$ cat src/hdl/pmct_pkg.sv
// Shared types and constants for the mouse cursor tracker.
package pmct_pkg;

    localparam int X_W         = 10;
    localparam int X_LIM       = 1000;
    localparam int X_TOP       = 999;
    localparam int X_RESET     = 500;
    localparam int COL_W       = 7;
    localparam int ROW_W       = 5;
    localparam int BTN_W       = 3;
    localparam int DIV_IN_W    = 20;
    localparam int RECIP_W     = 21;
    localparam int DIV_SHIFT   = 30;
    localparam logic [RECIP_W-1:0] RECIP_1000 = 21'd1073742;
    localparam int QUEUE_DEPTH = 2;

    typedef enum logic [2:0] {
        POS_STATUS = 3'b001,
        POS_DX     = 3'b010,
        POS_DY     = 3'b100
    } byte_pos_t;

    typedef struct packed {
        logic [BTN_W-1:0] buttons;
        logic [7:0]       dx;
        logic [7:0]       dy;
    } packet_t;

endpackage

$ cat src/hdl/pmct_front.sv
// Byte framer that assembles three-byte mouse packets and pushes them to the queue.
module pmct_front
    import pmct_pkg::*;
(
    input  logic       aclk,
    input  logic       aresetn,
    input  logic       s_valid,
    output logic       s_ready,
    input  logic [7:0] s_rx_byte,
    input  logic       q_full,
    output logic       q_push,
    output packet_t    q_data
);

    byte_pos_t         pos_reg, pos_next;
    logic [BTN_W-1:0]  status_reg;
    logic [7:0]        dx_reg;
    logic              take;

    assign s_ready = !((pos_reg == POS_DY) && q_full);
    assign take    = s_valid && s_ready;
    assign q_push  = take && (pos_reg == POS_DY);
    assign q_data  = '{buttons: status_reg, dx: dx_reg, dy: s_rx_byte};

    always_comb begin
        pos_next = pos_reg;
        if (take) begin
            case (pos_reg)
                POS_STATUS: pos_next = POS_DX;
                POS_DX:     pos_next = POS_DY;
                POS_DY:     pos_next = POS_STATUS;
                default:    pos_next = POS_STATUS;
            endcase
        end
    end

    always_ff @(posedge aclk) begin
        if (!aresetn) begin
            pos_reg <= POS_STATUS;
        end else begin
            pos_reg <= pos_next;
        end
    end

    always_ff @(posedge aclk) begin
        if (take && (pos_reg == POS_STATUS)) begin
            status_reg <= s_rx_byte[BTN_W-1:0];
        end
        if (take && (pos_reg == POS_DX)) begin
            dx_reg <= s_rx_byte;
        end
    end

endmodule

$ cat src/hdl/pmct_fifo.sv
// Short packet queue between the framer and the cursor update pipeline.
module pmct_fifo
    import pmct_pkg::*;
(
    input  logic    aclk,
    input  logic    aresetn,
    input  logic    push,
    input  packet_t push_data,
    output logic    full,
    input  logic    pop,
    output packet_t pop_data,
    output logic    empty
);

    localparam int PW = $clog2(QUEUE_DEPTH);

    packet_t          mem_reg [QUEUE_DEPTH];
    logic [PW-1:0]    wr_ptr_reg;
    logic [PW-1:0]    rd_ptr_reg;
    logic [PW:0]      count_reg, count_next;

    assign full     = (count_reg == (PW+1)'(QUEUE_DEPTH));
    assign empty    = (count_reg == '0);
    assign pop_data = mem_reg[rd_ptr_reg];

    always_comb begin
        count_next = count_reg;
        if (push && !pop) begin
            count_next = count_reg + 1'b1;
        end else if (pop && !push) begin
            count_next = count_reg - 1'b1;
        end
    end

    always_ff @(posedge aclk) begin
        if (!aresetn) begin
            wr_ptr_reg <= '0;
            rd_ptr_reg <= '0;
            count_reg  <= '0;
        end else begin
            count_reg <= count_next;
            if (push) begin
                wr_ptr_reg <= wr_ptr_reg + 1'b1;
            end
            if (pop) begin
                rd_ptr_reg <= rd_ptr_reg + 1'b1;
            end
        end
    end

    always_ff @(posedge aclk) begin
        if (push) begin
            mem_reg[wr_ptr_reg] <= push_data;
        end
    end

endmodule

$ cat src/hdl/pmct_back.sv
// Cursor update pipeline: position update and clamp, scaling, cell division, result word.
module pmct_back
    import pmct_pkg::*;
#(
    parameter int COLS = 80,
    parameter int ROWS = 25
) (
    input  logic             aclk,
    input  logic             aresetn,
    input  logic             q_empty,
    input  packet_t          q_data,
    output logic             q_pop,
    output logic             m_valid,
    input  logic             m_ready,
    output logic [COL_W-1:0] m_old_col,
    output logic [ROW_W-1:0] m_old_row,
    output logic [COL_W-1:0] m_new_col,
    output logic [ROW_W-1:0] m_new_row,
    output logic [BTN_W-1:0] m_button_bits
);

    localparam int Y_LIM   = 1000 * ROWS;
    localparam int Y_TOP   = 999 * ROWS;
    localparam int Y_RESET = 500 * ROWS;
    localparam int YW      = $clog2(Y_LIM);
    localparam int SW      = ((YW > 16) ? YW : 16) + 2;
    localparam int SXW     = X_W + 2;
    localparam int PROD_W  = DIV_IN_W + RECIP_W;
    localparam int RST_COL_I = (X_RESET * COLS) / 1000;
    localparam int RST_ROW_I = Y_RESET / 1000;
    localparam logic [COL_W-1:0] RST_COL = RST_COL_I[COL_W-1:0];
    localparam logic [ROW_W-1:0] RST_ROW = RST_ROW_I[ROW_W-1:0];

    logic [X_W-1:0]       x_pos_reg, x_pos_next;
    logic [YW-1:0]        y_pos_reg, y_pos_next;
    logic signed [SXW-1:0] nx_s;
    logic signed [SW-1:0]  ny_s;
    logic                 adv;

    logic                 v1_reg, v2_reg, v3_reg;
    logic [BTN_W-1:0]     btn1_reg, btn2_reg, btn3_reg;
    logic [X_W-1:0]       x1_reg;
    logic [YW-1:0]        y1_reg;
    logic [DIV_IN_W-1:0]  px2_reg, y2_reg;
    logic [PROD_W-1:0]    col_prod, row_prod;
    logic [COL_W-1:0]     col_next;
    logic [ROW_W-1:0]     row_next;
    logic [COL_W-1:0]     ncol3_reg, ocol3_reg, last_col_reg;
    logic [ROW_W-1:0]     nrow3_reg, orow3_reg, last_row_reg;

    assign adv   = !(v3_reg && !m_ready);
    assign q_pop = adv && !q_empty;

    always_comb begin
        nx_s = $signed({2'b00, x_pos_reg}) + $signed({{(SXW-8){q_data.dx[7]}}, q_data.dx});
        if (nx_s[SXW-1]) begin
            x_pos_next = '0;
        end else if (nx_s[X_W:0] >= (X_W+1)'(X_LIM)) begin
            x_pos_next = X_W'(X_TOP);
        end else begin
            x_pos_next = nx_s[X_W-1:0];
        end

        ny_s = $signed(SW'(y_pos_reg))
             - $signed(SW'(COLS)) * $signed({{(SW-8){q_data.dy[7]}}, q_data.dy});
        if (ny_s[SW-1]) begin
            y_pos_next = '0;
        end else if ($unsigned(ny_s) >= SW'(Y_LIM)) begin
            y_pos_next = YW'(Y_TOP);
        end else begin
            y_pos_next = ny_s[YW-1:0];
        end
    end

    assign col_prod = PROD_W'(px2_reg) * PROD_W'(RECIP_1000);
    assign row_prod = PROD_W'(y2_reg) * PROD_W'(RECIP_1000);
    assign col_next = col_prod[DIV_SHIFT+COL_W-1:DIV_SHIFT];
    assign row_next = row_prod[DIV_SHIFT+ROW_W-1:DIV_SHIFT];

    always_ff @(posedge aclk) begin
        if (!aresetn) begin
            x_pos_reg    <= X_W'(X_RESET);
            y_pos_reg    <= YW'(Y_RESET);
            v1_reg       <= 1'b0;
            v2_reg       <= 1'b0;
            v3_reg       <= 1'b0;
            last_col_reg <= RST_COL;
            last_row_reg <= RST_ROW;
        end else if (adv) begin
            v1_reg <= !q_empty;
            v2_reg <= v1_reg;
            v3_reg <= v2_reg;
            if (!q_empty) begin
                x_pos_reg <= x_pos_next;
                y_pos_reg <= y_pos_next;
            end
            if (v2_reg) begin
                last_col_reg <= col_next;
                last_row_reg <= row_next;
            end
        end
    end

    always_ff @(posedge aclk) begin
        if (adv) begin
            btn1_reg  <= q_data.buttons;
            x1_reg    <= x_pos_next;
            y1_reg    <= y_pos_next;
            btn2_reg  <= btn1_reg;
            px2_reg   <= DIV_IN_W'(x1_reg) * DIV_IN_W'(COLS);
            y2_reg    <= DIV_IN_W'(y1_reg);
            btn3_reg  <= btn2_reg;
            ncol3_reg <= col_next;
            nrow3_reg <= row_next;
            ocol3_reg <= last_col_reg;
            orow3_reg <= last_row_reg;
        end
    end

    assign m_valid       = v3_reg;
    assign m_old_col     = ocol3_reg;
    assign m_old_row     = orow3_reg;
    assign m_new_col     = ncol3_reg;
    assign m_new_row     = nrow3_reg;
    assign m_button_bits = btn3_reg;

endmodule

$ cat src/hdl/ps2_mouse_cursor_tracker_unit.sv
// Each packet's result word passes through the queue and the update pipeline registers.
// Throughput: one byte per cycle unless the queue is full; the position update is combinational.
// A two-entry packet queue separates the byte framer from the update pipeline.
// Reset (aresetn, synchronous, active low) restarts framing at the status byte
// and returns the cursor to the screen center.
module ps2_mouse_cursor_tracker_unit
    import pmct_pkg::*;
#(
    parameter int COLS = 80,
    parameter int ROWS = 25
) (
    input  logic             aclk,
    input  logic             aresetn,
    input  logic             s_valid,
    output logic             s_ready,
    input  logic [7:0]       s_rx_byte,
    output logic             m_valid,
    input  logic             m_ready,
    output logic [COL_W-1:0] m_old_col,
    output logic [ROW_W-1:0] m_old_row,
    output logic [COL_W-1:0] m_new_col,
    output logic [ROW_W-1:0] m_new_row,
    output logic [BTN_W-1:0] m_button_bits
);

    logic    q_full, q_push, q_pop, q_empty;
    packet_t q_in, q_out;

    pmct_front u_front (
        .aclk      (aclk),
        .aresetn   (aresetn),
        .s_valid   (s_valid),
        .s_ready   (s_ready),
        .s_rx_byte (s_rx_byte),
        .q_full    (q_full),
        .q_push    (q_push),
        .q_data    (q_in)
    );

    pmct_fifo u_fifo (
        .aclk      (aclk),
        .aresetn   (aresetn),
        .push      (q_push),
        .push_data (q_in),
        .full      (q_full),
        .pop       (q_pop),
        .pop_data  (q_out),
        .empty     (q_empty)
    );

    pmct_back #(
        .COLS (COLS),
        .ROWS (ROWS)
    ) u_back (
        .aclk          (aclk),
        .aresetn       (aresetn),
        .q_empty       (q_empty),
        .q_data        (q_out),
        .q_pop         (q_pop),
        .m_valid       (m_valid),
        .m_ready       (m_ready),
        .m_old_col     (m_old_col),
        .m_old_row     (m_old_row),
        .m_new_col     (m_new_col),
        .m_new_row     (m_new_row),
        .m_button_bits (m_button_bits)
    );

endmodule

$ cat config.mk
export PLATFORM = sky130hd
export DESIGN_NAME = ps2_mouse_cursor_tracker_unit
export DESIGN_NICKNAME = d
export VERILOG_FILES = /design/src/hdl/pmct_pkg.sv /design/src/hdl/pmct_front.sv /design/src/hdl/pmct_fifo.sv /design/src/hdl/pmct_back.sv /design/src/hdl/ps2_mouse_cursor_tracker_unit.sv
export SDC_FILE = /design/constraint.sdc
export NUM_CORES = 1
export LEC_CHECK = 0
export ABC_AREA = 0
export BUFFER_PORTS_ARGS = -buffer_cell sky130_fd_sc_hd__buf_2
export CORE_ASPECT_RATIO = 1.25
export CORE_UTILIZATION = 40
export DETAILED_ROUTE_END_ITERATION = 12
export GPL_ROUTABILITY_DRIVEN = 1
export PLACE_DENSITY = 0.53
export SKIP_LAST_GASP = 1
export SYNTH_ARGS = -nofsm -noshare
export SYNTH_HDL_FRONTEND = slang
export SYNTH_SLANG_ARGS = --single-unit
$ cat constraint.sdc
create_clock -name aclk -period 16.5 [get_ports aclk]
set_clock_uncertainty 0.1 [all_clocks]
set_input_delay 3.3 -clock aclk [delete_from_list [all_inputs] [get_ports aclk]]
set_output_delay 3.3 -clock aclk [all_outputs]
set_load 0.05 [all_outputs]
Yosys cells after proc, flatten, opt, wreduce, memory -nomap -nowiden --
Memories as Yosys holds them, arrays and structs flattened. A register that Yosys moved wholly into a read port is not among the register bits. Cells that the tools add are included.
Cells by class: $add $sub $neg 6, multiply operators 4, divide/modulo/power cells 0, magnitude comparators 2, eq/ne operators 4, shift-type cells 0, multiplexer cells 11, bitwise operators 2, reduce and logical (&&, ||, !) cells 19
Operators by type and width (count):
- multiplier 15 x 20 -> 34 bit, second input constant | 1
- multiplier 13 x 20 -> 32 bit, second input constant | 1
- 2-to-1 mux 15 bit | 2
- 2-to-1 mux 10 bit | 2
- greater-or-equal comparator 18 x 15 -> 1 bit, second input constant | 1
- subtractor 16 x 18 -> 18 bit | 1
- multiplier 10 x 3 -> 13 bit, second input constant | 1
- adder 11 x 8 -> 12 bit | 1
- multiplier 4 x 8 -> 12 bit, first input constant | 1
- greater-or-equal comparator 11 x 10 -> 1 bit, second input constant | 1
- logical AND 1 bit | 9
- logical NOT 1 bit | 6
- one-hot mux 3 bit (2 select lines) | 1
- 2-to-1 mux 1 bit | 4
- 2-to-1 mux 2 bit | 2
- AND reduction 2 bit | 2
- == test 3 x 1 -> 1 bit, second input constant | 1
- == test 3 x 2 -> 1 bit, second input constant | 1
- == test 3 bit, second input constant | 1
- adder 1 bit, second input constant | 2
- adder 2 x 1 -> 2 bit, second input constant | 1
- == test 2 bit, second input constant | 1
- logical NOT 2 bit | 1
- NOT 1 bit | 2
- 2 further kinds | 2
Word-level totals: bits in registers 144, latch bits 0, RAM bits 38, ROM bits 0, input port bits 12, output and inout bits 29, word-level logic and storage cells 73, memories kept 1
Memory list:
- u_fifo.mem_reg | depth 2, bits a word 19, read ports 1, clocked after memory_dff 1, write ports 1, line pmct_fifo.sv:17 | packet_t mem_reg [QUEUE_DEPTH];

Depth between registers and ports, before layout --
Gate-level depths: netlist of the first run.
depth in word-level cells 9, mapped depth 22, depth with buffers taken out 21

By module --
A second synthesis of the first run with hierarchy kept.
Unflattened totals: cells, all modules 1325, area total of the unflattened synthesis 14941.8 µm²
Modules (own cells, without submodules):
- pmct_back | instances 1, cells an instance 1209, area each 12788.5 µm², seq. area each 3383.2 µm²
- pmct_fifo | instances 1, cells an instance 81, area each 1590.3 µm², seq. area each 1241.2 µm²
- pmct_front | instances 1, cells an instance 35, area each 563.0 µm², seq. area each 390.4 µm²

Least setup slack after synthesis of the first run --
No wires, ideal clock.
path type input-to-reg, from in m_ready, to reg u_back.last_col_reg[2], setup time 0.079 ns, data arrival time 6.093 ns, data required time 16.321 ns, slack 10.229 ns, cell stages on the path 7, path buffers 1, cell sequence nor2b_1 -> inv_1 -> and2_1 -> clkbuf_1 -> nand3_1 -> a211o_1 -> o211ai_1
On the way: longest elaborated chain between the ends 4
Ends and longest elaborated chain:
- start: declaration | line ps2_mouse_cursor_tracker_unit.sv:18 | input logic m_ready,
- logical NOT 1 bit | line pmct_back.sv:51 | assign adv = !(v3_reg && !m_ready);
- logical AND 1 bit | line pmct_back.sv:51
- NOT 1 bit (no source line)
- AND reduction 2 bit (no source line)
- end signal: assignment | line pmct_back.sv:98 | last_col_reg <= col_next;
- end: declaration | line pmct_back.sv:48 | logic [COL_W-1:0] ncol3_reg, ocol3_reg, last_col_reg;
No other way between the ends. A chain may end at the register's enable or synchronous reset.

Final worst setup path of the first run --
from reg u_back.y2_reg[13], to reg u_back.last_row_reg[3]
On the way: longest elaborated chain between the ends 1
Ends and longest elaborated chain:
- start: declaration | line pmct_back.sv:44 | logic [DIV_IN_W-1:0] px2_reg, y2_reg;
- start signal: assignment | line pmct_back.sv:111 | y2_reg <= DIV_IN_W'(y1_reg);
- multiplier 15 x 20 -> 34 bit | line pmct_back.sv:76 | assign row_prod = PROD_W'(y2_reg) * PROD_W'(RECIP_1000);
- end signal: assignment | line pmct_back.sv:99 | last_row_reg <= row_next;
- end: declaration | line pmct_back.sv:49 | logic [ROW_W-1:0] nrow3_reg, orow3_reg, last_row_reg;
No other way between the ends.

==> metrics.txt, run 1 <==
# TYPE chip_impl_metric gauge
chip_impl_metric{name="place_congestion",unit=""} 0.8598
chip_impl_metric{name="first_global_vias",unit=""} 9924
chip_impl_metric{name="antennaDiodeCount",unit=""} 0
chip_impl_metric{name="setup_total_negative_slack",unit="ps"} 0
chip_impl_info{name="timing.critical_path.cells",value="inv_1, ha_1, fa_1, inv_1, fa_1, inv_1, fa_1, inv_1, fa_1, inv_1, fa_1, inv_1, ha_1, a21oi_1, a21boi_0, o41ai_1, nand4_1, nand2_1, o21ai_0, or3_1, a311o_1"} 1
chip_impl_info{name="run_status",value="finished clean"} 1
chip_impl_metric{name="effective_utilization_at_floorplan",unit="%"} 40.98
chip_impl_metric{name="synthArstFlopShare",unit="%"} 0
chip_impl_info{name="synth_flop_cell",value="sky130_fd_sc_hd__edfxtp_1"} 1
chip_impl_metric{name="post_cts_resize_count",unit=""} 0
chip_impl_metric{name="die_y",unit="um"} 218.5
chip_impl_info{name="synth.most_common_cell",value="sky130_fd_sc_hd__ha_1"} 1
chip_impl_info{name="tritoncts",value="built"} 1
chip_impl_metric{name="final_hpwl_dp",unit="um"} 25700
chip_impl_info{name="root_buffer",value="sky130_fd_sc_hd__clkbuf_16"} 1
chip_impl_metric{name="cts_max_level",unit=""} 4
chip_impl_metric{name="finalCriticalPeriod",unit="ps"} 6167
chip_impl_metric{name="ctsLongestPathBuffers",unit=""} 2
chip_impl_info{name="synth.top_cells.by_area",value="sky130_fd_sc_hd__edfxtp_1, sky130_fd_sc_hd__ha_1, sky130_fd_sc_hd__fa_1, sky130_fd_sc_hd__inv_1, sky130_fd_sc_hd__dfxtp_1"} 1
chip_impl_metric{name="final_min_period_over_clock_period",unit="%"} 37.38
chip_impl_metric{name="netlist.area_leader.share",unit="%"} 27.03
chip_impl_metric{name="post_route_cells_drive_above_1_share",unit="%"} 8.298
chip_impl_metric{name="cts.clk_slew.worst_paths",unit="ps"} 70
chip_impl_metric{name="floorplan.rows",unit=""} 78
chip_impl_metric{name="layout.filler_cells",unit=""} 3482
chip_impl_metric{name="critPathRequiredTime",unit="ps"} 16720
chip_impl_metric{name="design.portCount",unit=""} 41
chip_impl_metric{name="synth_fp_nets",unit=""} 1769
chip_impl_metric{name="num-nets-final",unit=""} 1818
chip_impl_metric{name="synth.yosys.warnings",unit=""} 0
chip_impl_metric{name="cts_setup_buffers",unit=""} 0
chip_impl_metric{name="design.core.area",unit="um^2"} 36600
chip_impl_metric{name="wire_per_inst",unit="um"} 16.39
chip_impl_metric{name="drv.max_cap_violation_count",unit=""} 0
chip_impl_metric{name="grt_util_all_layers",unit="%"} 17.38
chip_impl_metric{name="relative_max_transition_margin",unit="%"} 26.69
chip_impl_metric{name="postSynthAreaPerCell",unit="um^2"} 11.03
chip_impl_metric{name="dr_total_vias",unit=""} 9516
chip_impl_metric{name="areaGrowthSynthToFinish",unit="%"} 9.318
chip_impl_metric{name="hold_buffers",unit=""} 0
chip_impl_info{name="critical_path.startpoint_type",value="flip-flop"} 1
chip_impl_metric{name="global_route_wire_length_before_repair",unit="um"} 51150
chip_impl_metric{name="critical_path_arrival",unit="ps"} 6390
chip_impl_metric{name="report.final.slew_viol_count",unit=""} 0
chip_impl_metric{name="sequential_to_total_area_share_from_yosys_stat",unit="%"} 33.43
chip_impl_metric{name="largest_reg_flops",unit=""} 38
chip_impl_metric{name="largest_net_degree_at_the_start_of_global_routing",unit=""} 87
chip_impl_info{name="grt_setup_unrepaired",value="false"} 1
chip_impl_info{name="worst-setup-path-type",value="flip-flop to flip-flop"} 1
chip_impl_metric{name="first_pass_iters",unit=""} 4
chip_impl_metric{name="tightest_slew",unit="ps"} 1100
chip_impl_info{name="cp_top_family",value="adder cells"} 1
chip_impl_metric{name="detail_route.vias_per_cell",unit=""} 5.003
chip_impl_metric{name="port-buffer-count",unit=""} 40
chip_impl_metric{name="crit_path_max_incr_delay",unit="ps"} 540
chip_impl_metric{name="yosys.cell_types.count",unit=""} 71
chip_impl_info{name="min-delay-path-class",value="flip-flop to flip-flop"} 1
chip_impl_metric{name="fp.dieArea",unit="um^2"} 38280
chip_impl_metric{name="grt.overflow.total",unit=""} 0
chip_impl_info{name="cp_common_cell",value="sky130_fd_sc_hd__inv_1"} 1
chip_impl_metric{name="synth_enable_flop_cells",unit=""} 135
chip_impl_metric{name="report.final.hold_viol_count",unit=""} 0
chip_impl_metric{name="cts.sinks",unit=""} 183
chip_impl_metric{name="post-route-drc-count",unit=""} 0
chip_impl_metric{name="syn-cell-area",unit="um^2"} 15000
chip_impl_metric{name="report.final.setup_viol",unit=""} 0
chip_impl_info{name="timing.critical_path.slowest_stage_cell",value="sky130_fd_sc_hd__fa_1"} 1
chip_impl_metric{name="postSynthRegisterBits",unit=""} 183
chip_impl_metric{name="worst_skew_pair.late_latency",unit="ps"} 440
chip_impl_metric{name="cts_buffers",unit=""} 17
chip_impl_metric{name="drt_iter0_drc",unit=""} 341
chip_impl_metric{name="grt_antenna_before_repair",unit=""} 0
chip_impl_metric{name="worstPathMaxFanout",unit=""} 7
chip_impl_metric{name="worst-path-buf-inv",unit=""} 6
chip_impl_metric{name="postRouteWirelength",unit="um"} 31170
chip_impl_info{name="endpoint_kind",value="flip-flop"} 1
chip_impl_info{name="netlist_top_cells_count",value="sky130_fd_sc_hd__ha_1, sky130_fd_sc_hd__inv_1, sky130_fd_sc_hd__edfxtp_1, sky130_fd_sc_hd__fa_1, sky130_fd_sc_hd__a21oi_1"} 1
chip_impl_metric{name="antenna_left",unit=""} 0
chip_impl_metric{name="netlist_instances",unit=""} 1360
chip_impl_info{name="yosys.area.top_type",value="sky130_fd_sc_hd__edfxtp_1"} 1
chip_impl_metric{name="die_w",unit="um"} 175.2
chip_impl_metric{name="fmax",unit="MHz"} 162.2
==> area by class of cell <==
class	count	area, um^2	share of cell area (%)
clock buffer	17	425.4	2.594
clock inverter	15	183.9	1.122
multi-input combinational	895	8915	54.37
tap	480	600.6	3.663
sequential	183	5015	30.58
timing repair buffer	49	267.8	1.633
inverter	263	989.7	6.036
==> metal layers <==
layer	vias to the layer above	routed length [um]	GRT usage, %
li1	4790	-	-
met1	4623	13620	20.44
met3	22	611	2.505
met5	-	0	0
met2	81	16440	32.54
met4	0	491	4.870
==> per-stage QoR <==
step	worst slack (ps)	hold slack (ps)	area [um^2]	cells	util [%]
floorplan	10230	299.5	15000	1360	-
global placement	10450	303.7	15790	1870	43.14
detailed placement	10290	305.4	15790	1870	43.14
CTS	10290	321.6	16400	1902	44.80
global route	9995	325.1	16400	1902	44.80
finish	10330	321.2	16400	1902	44.80
==> cells in the final DEF (no fill, tap or decap), types with 39 or more instances in the layout <==
cell,instances
sky130_fd_sc_hd__ha_1,291
sky130_fd_sc_hd__inv_1,261
sky130_fd_sc_hd__edfxtp_1,135
sky130_fd_sc_hd__fa_1,106
sky130_fd_sc_hd__a21oi_1,65
sky130_fd_sc_hd__nor2_1,58
sky130_fd_sc_hd__dfxtp_1,48
sky130_fd_sc_hd__nand2_1,45
sky130_fd_sc_hd__buf_2,40
sky130_fd_sc_hd__o21ai_0,39
==> cell families after synthesis <==
| logic type | after synthesis | synth area share [%] |
|---|---|---|
| adder cells (fa/ha/maj) | 397 | 38.42 |
| buffers and inverters | 282 | 7.132 |
| AO/OA/AOI/OAI | 221 | 9.818 |
| AND/OR/NAND/NOR | 213 | 7.040 |
| flip-flops | 183 | 33.43 |
| XOR/XNOR | 40 | 2.386 |
| multiplexers | 24 | 1.768 |
==> path summary, 6_finish.rpt <==
kind / startpoint / to / slack, ps / cells past startpoint
setup / recovery: u_back.y2_reg[13]$_DFFE_PN_ / u_back.last_row_reg[3]$_SDFFE_PN1P_ / 10330 / 21
hold / removal: u_back.y1_reg[2]$_DFFE_PN_ / u_back.y2_reg[2]$_DFFE_PN_ / 320 / 0
setup reg to reg: u_back.y2_reg[13]$_DFFE_PN_ / u_back.last_row_reg[3]$_SDFFE_PN1P_ / 10330 / 21
hold reg to reg: u_back.y1_reg[2]$_DFFE_PN_ / u_back.y2_reg[2]$_DFFE_PN_ / 320 / 0
Power of run 1 is left out: the tool's default activity adds up to more than one toggle a clock period on the data nets, which glitch-free logic cannot reach.
==> run 2: changes to the inputs <==
Settings changed: PLACE_DENSITY 0.53 to 0.55.
Clock period 16.5 ns to 5.5 ns, I/O delays scaled along.
==> metrics.txt, run 2 (synthesized netlist as in run 1, its figures left out) <==
# TYPE chip_impl_metric gauge
chip_impl_info{name="run_status",value="finished with violations"} 1
chip_impl_info{name="violations",value="setup timing"} 1
chip_impl_info{name="root_buffer",value="sky130_fd_sc_hd__clkbuf_16"} 1
chip_impl_info{name="final_cell_mix",value="sky130_fd_sc_hd__ha_1, sky130_fd_sc_hd__inv_1, sky130_fd_sc_hd__edfxtp_1, sky130_fd_sc_hd__fa_1, sky130_fd_sc_hd__a21oi_1"} 1
chip_impl_metric{name="final_min_period_over_clock_period",unit="%"} 100.3
chip_impl_metric{name="critPathRequiredTime",unit="ps"} 5720
chip_impl_metric{name="crit_path_max_incr_delay",unit="ps"} 560
chip_impl_metric{name="largest_reg_flops",unit=""} 38
chip_impl_info{name="timing.critical_path.cells",value="fa_1, inv_2, fa_1, inv_1, fa_1, fa_2, fa_1, fa_1, ha_1, o211ai_1, a21oi_2, nor3_2, a31oi_1, nand2_1, o21ai_2, buf_4, buf_4, o21ai_1, a311o_1"} 1
chip_impl_info{name="critical_path.startpoint_type",value="flip-flop"} 1
chip_impl_metric{name="ctsLongestPathBuffers",unit=""} 2
chip_impl_metric{name="first_pass_iters",unit=""} 4
chip_impl_metric{name="critical_path_arrival",unit="ps"} 5740
chip_impl_metric{name="worst_skew_pair.late_latency",unit="ps"} 430
chip_impl_metric{name="effective_utilization_at_floorplan",unit="%"} 40.98
chip_impl_metric{name="port-buffer-count",unit=""} 40
chip_impl_metric{name="final-seq-area",unit="um^2"} 5015
chip_impl_metric{name="place_congestion",unit=""} 0.8690
chip_impl_metric{name="grt_antenna_before_repair",unit=""} 1
chip_impl_metric{name="cts.sinks",unit=""} 183
chip_impl_metric{name="cts_max_level",unit=""} 4
chip_impl_info{name="min-delay-path-class",value="flip-flop to flip-flop"} 1
chip_impl_metric{name="drt_iter0_drc",unit=""} 336
chip_impl_metric{name="antennaDiodeCount",unit=""} 0
chip_impl_info{name="grt_setup_unrepaired",value="true"} 1
chip_impl_metric{name="detail_route.vias_per_cell",unit=""} 5.009
chip_impl_metric{name="largest_net_degree_at_the_start_of_global_routing",unit=""} 76
chip_impl_metric{name="die_y",unit="um"} 218.5
chip_impl_metric{name="post_route_cells_drive_above_1_share",unit="%"} 12.10
chip_impl_metric{name="whs",unit="ps"} 320.8
chip_impl_metric{name="global_route_wire_length_before_repair",unit="um"} 51060
chip_impl_metric{name="design.core.area",unit="um^2"} 36600
chip_impl_metric{name="multi_input_gate_area_in_the_final_layout",unit="um^2"} 9040
chip_impl_metric{name="floorplan.rows",unit=""} 78
chip_impl_metric{name="relative_max_transition_margin",unit="%"} 18.25
chip_impl_metric{name="die_w",unit="um"} 175.2
chip_impl_metric{name="fp.dieArea",unit="um^2"} 38280
chip_impl_metric{name="post-route-drc-count",unit=""} 0
chip_impl_metric{name="tightest_slew",unit="ps"} 1217
chip_impl_metric{name="dr_total_vias",unit=""} 9693
chip_impl_metric{name="layout.filler_cells",unit=""} 3394
chip_impl_info{name="mostFrequentLayoutCell",value="sky130_fd_sc_hd__ha_1"} 1
chip_impl_metric{name="cts.clk_slew.worst_paths",unit="ps"} 70
chip_impl_info{name="worst-setup-path-type",value="flip-flop to flip-flop"} 1
chip_impl_metric{name="final_hpwl_dp",unit="um"} 25550
chip_impl_metric{name="cts_buffers",unit=""} 17
chip_impl_info{name="timing.critical_path.slowest_stage_cell",value="sky130_fd_sc_hd__fa_1"} 1
chip_impl_metric{name="postRouteWirelength",unit="um"} 31000
chip_impl_metric{name="setup_total_negative_slack",unit="ps"} -18.43
chip_impl_metric{name="report.final.slew_viol_count",unit=""} 0
chip_impl_metric{name="design.portCount",unit=""} 41
chip_impl_metric{name="antenna_left",unit=""} 0
chip_impl_metric{name="drv.max_cap_violation_count",unit=""} 0
chip_impl_metric{name="finalWorstSetupSlack",unit="ps"} -18.43
chip_impl_metric{name="report.final.hold_viol_count",unit=""} 0
chip_impl_metric{name="fmax",unit="MHz"} 181.2
chip_impl_metric{name="wire_per_inst",unit="um"} 16.02
chip_impl_metric{name="num-nets-final",unit=""} 1851
chip_impl_metric{name="finalCriticalPeriod",unit="ps"} 5518
chip_impl_metric{name="grt_util_all_layers",unit="%"} 17.20
chip_impl_metric{name="first_global_vias",unit=""} 10291
chip_impl_metric{name="grt.overflow.total",unit=""} 0
chip_impl_metric{name="worstPathMaxFanout",unit=""} 3
chip_impl_info{name="cp_common_cell",value="sky130_fd_sc_hd__fa_1"} 1
chip_impl_metric{name="report.final.setup_viol",unit=""} 1
chip_impl_metric{name="areaGrowthSynthToFinish",unit="%"} 11.70
chip_impl_info{name="endpoint_kind",value="flip-flop"} 1
chip_impl_info{name="tritoncts",value="built"} 1
chip_impl_metric{name="place_worst_setup_slack",unit="ps"} -140.9
chip_impl_metric{name="hold_buffers",unit=""} 0
-- run 2: worst paths after layout --
check | cells after the start | slack (ps) | end | startpoint
worst max-delay path | 19 | -20 | u_back.last_row_reg[3]$_SDFFE_PN1P_ | u_back.y2_reg[13]$_DFFE_PN_
worst min-delay path | 0 | 320 | u_back.y2_reg[4]$_DFFE_PN_ | u_back.y1_reg[4]$_DFFE_PN_
worst max register to register | 19 | -20 | u_back.last_row_reg[3]$_SDFFE_PN1P_ | u_back.y2_reg[13]$_DFFE_PN_
worst min register to register | 0 | 320 | u_back.y2_reg[4]$_DFFE_PN_ | u_back.y1_reg[4]$_DFFE_PN_
-- run 2: cell type report --
class,instances,area share [%]
multi-input combinational,895,53.96
clock buffer,19,2.644
clock inverter,13,0.8514
sequential,183,29.93
timing repair buffer,82,3.122
inverter,263,5.907
tap,480,3.585
-- run 2: metal layers --
layer,global-route usage [%],vias to the layer above,part of all wire (%)
li1,-,4867,-
met1,19.53,4684,43
met2,32.46,100,52
met3,2.262,42,2.1
met4,6.406,0,2.9
met5,0,-,0
-- run 2: stage by stage --
step | instance area [um^2] | cells | util [%]
floorplan | 15030 | 1360 | -
global placement | 15990 | 1893 | 43.69
detailed placement | 15990 | 1893 | 43.69
CTS | 16670 | 1932 | 45.56
global route | 16750 | 1935 | 45.78
finish | 16750 | 1935 | 45.78
-- run 2: critical path: cells and delay by family (launching register included) --
family          cells  cell delay, ps
buf+inv             4             310
fa+ha+maj           7            3270
simple gates        2             180
compound gates      6            1070
flops               1             470
-- run 2: repair_timing --
| item | CTS | global route |
|---|---|---|
| endpoints found under the setup margin | 6 | 15 |
| pin swaps | 25 | 7 |
| setup buffers | 8 | 3 |
| resized for setup | 9 | 18 |
Power of run 2 is left out for the same reason.
==> run 3: changes to the inputs <==
Settings changed: CELL_PAD_IN_SITES_DETAIL_PLACEMENT set to 1, CELL_PAD_IN_SITES_GLOBAL_PLACEMENT set to 1, PLACE_DENSITY 0.55 to 0.63.
Clock period 5.5 ns to 5.4 ns, I/O delays scaled along.
==> metrics.txt, run 3 (synthesized netlist as in run 1, its figures left out) <==
# TYPE chip_impl_metric gauge
chip_impl_info{name="run_status",value="finished with violations"} 1
chip_impl_info{name="violations",value="setup timing"} 1
chip_impl_metric{name="critical_path_arrival",unit="ps"} 5730
chip_impl_metric{name="report.final.slew_viol_count",unit=""} 0
chip_impl_metric{name="reg2reg_depth",unit=""} 22
chip_impl_info{name="hold_startpoint",value="u_back.y1_reg[9]$_DFFE_PN_"} 1
chip_impl_metric{name="final_min_period_over_clock_period",unit="%"} 101.8
chip_impl_metric{name="largest_reg_flops",unit=""} 38
chip_impl_metric{name="die_y",unit="um"} 218.5
chip_impl_metric{name="post-route-drc-count",unit=""} 0
chip_impl_metric{name="largest_net_degree_at_the_start_of_global_routing",unit=""} 53
chip_impl_metric{name="report.final.hold_viol_count",unit=""} 0
chip_impl_metric{name="cts.sinks",unit=""} 183
chip_impl_info{name="cp_top_family",value="adder cells"} 1
chip_impl_info{name="worst_hold_path.endpoint",value="u_back.y2_reg[9]$_DFFE_PN_"} 1
chip_impl_metric{name="detail_route.vias_per_cell",unit=""} 5.109
chip_impl_info{name="cp_common_cell",value="sky130_fd_sc_hd__fa_1"} 1
chip_impl_metric{name="cts.clk_slew.worst_paths",unit="ps"} 70
chip_impl_metric{name="postRouteWirelength",unit="um"} 35190
chip_impl_info{name="mostFrequentLayoutCell",value="sky130_fd_sc_hd__ha_1"} 1
chip_impl_info{name="grt_setup_unrepaired",value="true"} 1
chip_impl_metric{name="tightest_slew",unit="ps"} 1055
chip_impl_metric{name="first_pass_iters",unit=""} 4
chip_impl_metric{name="antennaDiodeCount",unit=""} 0
chip_impl_info{name="r2r_end",value="u_back.last_row_reg[3]$_SDFFE_PN1P_"} 1
chip_impl_metric{name="design.core.area",unit="um^2"} 36600
chip_impl_metric{name="drt_iter0_drc",unit=""} 331
chip_impl_info{name="critical_path.reg2reg.startpoint",value="u_back.y2_reg[13]$_DFFE_PN_"} 1
chip_impl_info{name="critical_path.startpoint_type",value="flip-flop"} 1
chip_impl_metric{name="min_delay_path_depth",unit=""} 0
chip_impl_metric{name="finalWorstSetupSlack",unit="ps"} -98.46
chip_impl_metric{name="cts_max_level",unit=""} 4
chip_impl_metric{name="whs",unit="ps"} 320.9
chip_impl_metric{name="cts_buffers",unit=""} 17
chip_impl_metric{name="port-buffer-count",unit=""} 40
chip_impl_metric{name="grt_util_all_layers",unit="%"} 19.60
chip_impl_metric{name="drv.max_cap_violation_count",unit=""} 0
chip_impl_metric{name="worst-path-buf-inv",unit=""} 7
chip_impl_metric{name="reg2reg_setup_slack",unit="ps"} -100
chip_impl_metric{name="place_congestion",unit=""} 0.8378
chip_impl_metric{name="worst_skew_pair.late_latency",unit="ps"} 440
chip_impl_metric{name="design.portCount",unit=""} 41
chip_impl_metric{name="grt.overflow.total",unit=""} 0
chip_impl_metric{name="report.final.setup_viol",unit=""} 3
chip_impl_metric{name="ctsLongestPathBuffers",unit=""} 2
chip_impl_metric{name="effective_utilization_at_floorplan",unit="%"} 40.98
chip_impl_metric{name="fp.dieArea",unit="um^2"} 38280
chip_impl_metric{name="num-nets-final",unit=""} 1858
chip_impl_metric{name="dr_total_vias",unit=""} 9921
chip_impl_metric{name="first_global_vias",unit=""} 11113
chip_impl_metric{name="global_route_wire_length_before_repair",unit="um"} 57570
chip_impl_metric{name="critPathRequiredTime",unit="ps"} 5630
chip_impl_info{name="root_buffer",value="sky130_fd_sc_hd__clkbuf_16"} 1
chip_impl_metric{name="wire_per_inst",unit="um"} 18.12
chip_impl_metric{name="post_route_cells_drive_above_1_share",unit="%"} 12.24
chip_impl_metric{name="die_w",unit="um"} 175.2
chip_impl_metric{name="finalCriticalPeriod",unit="ps"} 5498
chip_impl_info{name="timing.critical_path.slowest_stage_cell",value="sky130_fd_sc_hd__fa_1"} 1
chip_impl_metric{name="final_hpwl_dp",unit="um"} 29160
chip_impl_info{name="timing.critical_path.cells",value="inv_2, ha_4, fa_1, inv_1, fa_1, inv_2, fa_1, inv_2, fa_1, inv_1, fa_1, inv_2, ha_4, a21oi_4, a21boi_2, o41ai_2, buf_4, nand4_1, nand2_1, o21ai_2, or3_4, a311o_1"} 1
chip_impl_info{name="tritoncts",value="built"} 1
chip_impl_metric{name="crit_path_max_incr_delay",unit="ps"} 530
chip_impl_metric{name="fmax",unit="MHz"} 181.9
chip_impl_metric{name="grt_antenna_before_repair",unit=""} 0
chip_impl_metric{name="worstPathMaxFanout",unit=""} 3
chip_impl_info{name="final_cell_mix",value="sky130_fd_sc_hd__ha_1, sky130_fd_sc_hd__inv_1, sky130_fd_sc_hd__edfxtp_1, sky130_fd_sc_hd__fa_1, sky130_fd_sc_hd__a21oi_1"} 1
chip_impl_metric{name="relative_max_transition_margin",unit="%"} 28.65
chip_impl_metric{name="areaGrowthSynthToFinish",unit="%"} 12.11
chip_impl_info{name="endpoint_kind",value="flip-flop"} 1
chip_impl_info{name="min-delay-path-class",value="flip-flop to flip-flop"} 1
chip_impl_info{name="worst-setup-path-type",value="flip-flop to flip-flop"} 1
chip_impl_metric{name="antenna_left",unit=""} 0
chip_impl_metric{name="floorplan.rows",unit=""} 78
run 3: cell count changes in the layout (fill, tap and decap cells not counted), sizes merged:
cell / previous run / this run
inv: 266 / 267
clkbuf: 19 / 18
clkinv: 3 / 8
buf: 82 / 89
clkinvlp: 6 / 1
run 3: timing repair:
action,CTS,global route
pin swaps,9,14
setup buffers,7,4
gates resized for setup,10,14
hold buffers,0,0
cloned,0,0
endpoints found under the setup margin,10,17
run 3: layer usage:
metal	GRT usage, %	up-vias	part of all wire (%)
met2	37.59	93	53
met4	5.275	0	1.6
met3	2.244	32	2.0
met5	0	-	0
met1	22.75	4940	43
li1	-	4856	-
run 3: final cells by class:
| cell class | instances | area [um^2] |
|---|---|---|
| Inverter | 263 | 989.7 |
| Multi-Input combinational cell | 895 | 9049 |
| Timing Repair Buffer | 89 | 571.8 |
| Sequential cell | 183 | 5015 |
| Tap cell | 480 | 600.6 |
| Clock buffer | 18 | 429.2 |
| Fill cell | 4025 | 19780 |
| Clock inverter | 14 | 161.4 |
run 3: through the flow:
step	setup TNS, ps	cell area (um^2)	setup WS (ps)	util (%)	instances
global route	-2129	16820	-352.5	45.95	1942
finish	-180.7	16820	-98.46	45.95	1942
CTS	-743.3	16760	-194.6	45.80	1940
detailed placement	-1887	16060	-370.7	43.88	1902
global placement	-401.3	16060	-153.3	43.88	1902
floorplan	0	15030	19.92	-	1360
run 3: how the worst max path moves through the flow:
stage	startpoint	to	slack, ps	cells after the start
3_5_place_dp	u_back.y2_reg[14]$_DFFE_PN_	u_back.m_new_row[3]$_DFFE_PN_	-370	20
4_1_cts	u_back.y2_reg[14]$_DFFE_PN_	u_back.last_row_reg[3]$_SDFFE_PN1P_	-190	18
3_3_place_gp	u_back.y2_reg[14]$_DFFE_PN_	u_back.m_new_row[3]$_DFFE_PN_	-150	20
6_report	u_back.y2_reg[13]$_DFFE_PN_	u_back.last_row_reg[3]$_SDFFE_PN1P_	-100	22
5_1_grt	u_back.y2_reg[13]$_DFFE_PN_	u_back.last_row_reg[3]$_SDFFE_PN1P_	-350	22
2_1_floorplan	u_back.y2_reg[14]$_DFFE_PN_	u_back.m_new_row[3]$_DFFE_PN_	20	20
Power of run 3 is left out for the same reason.
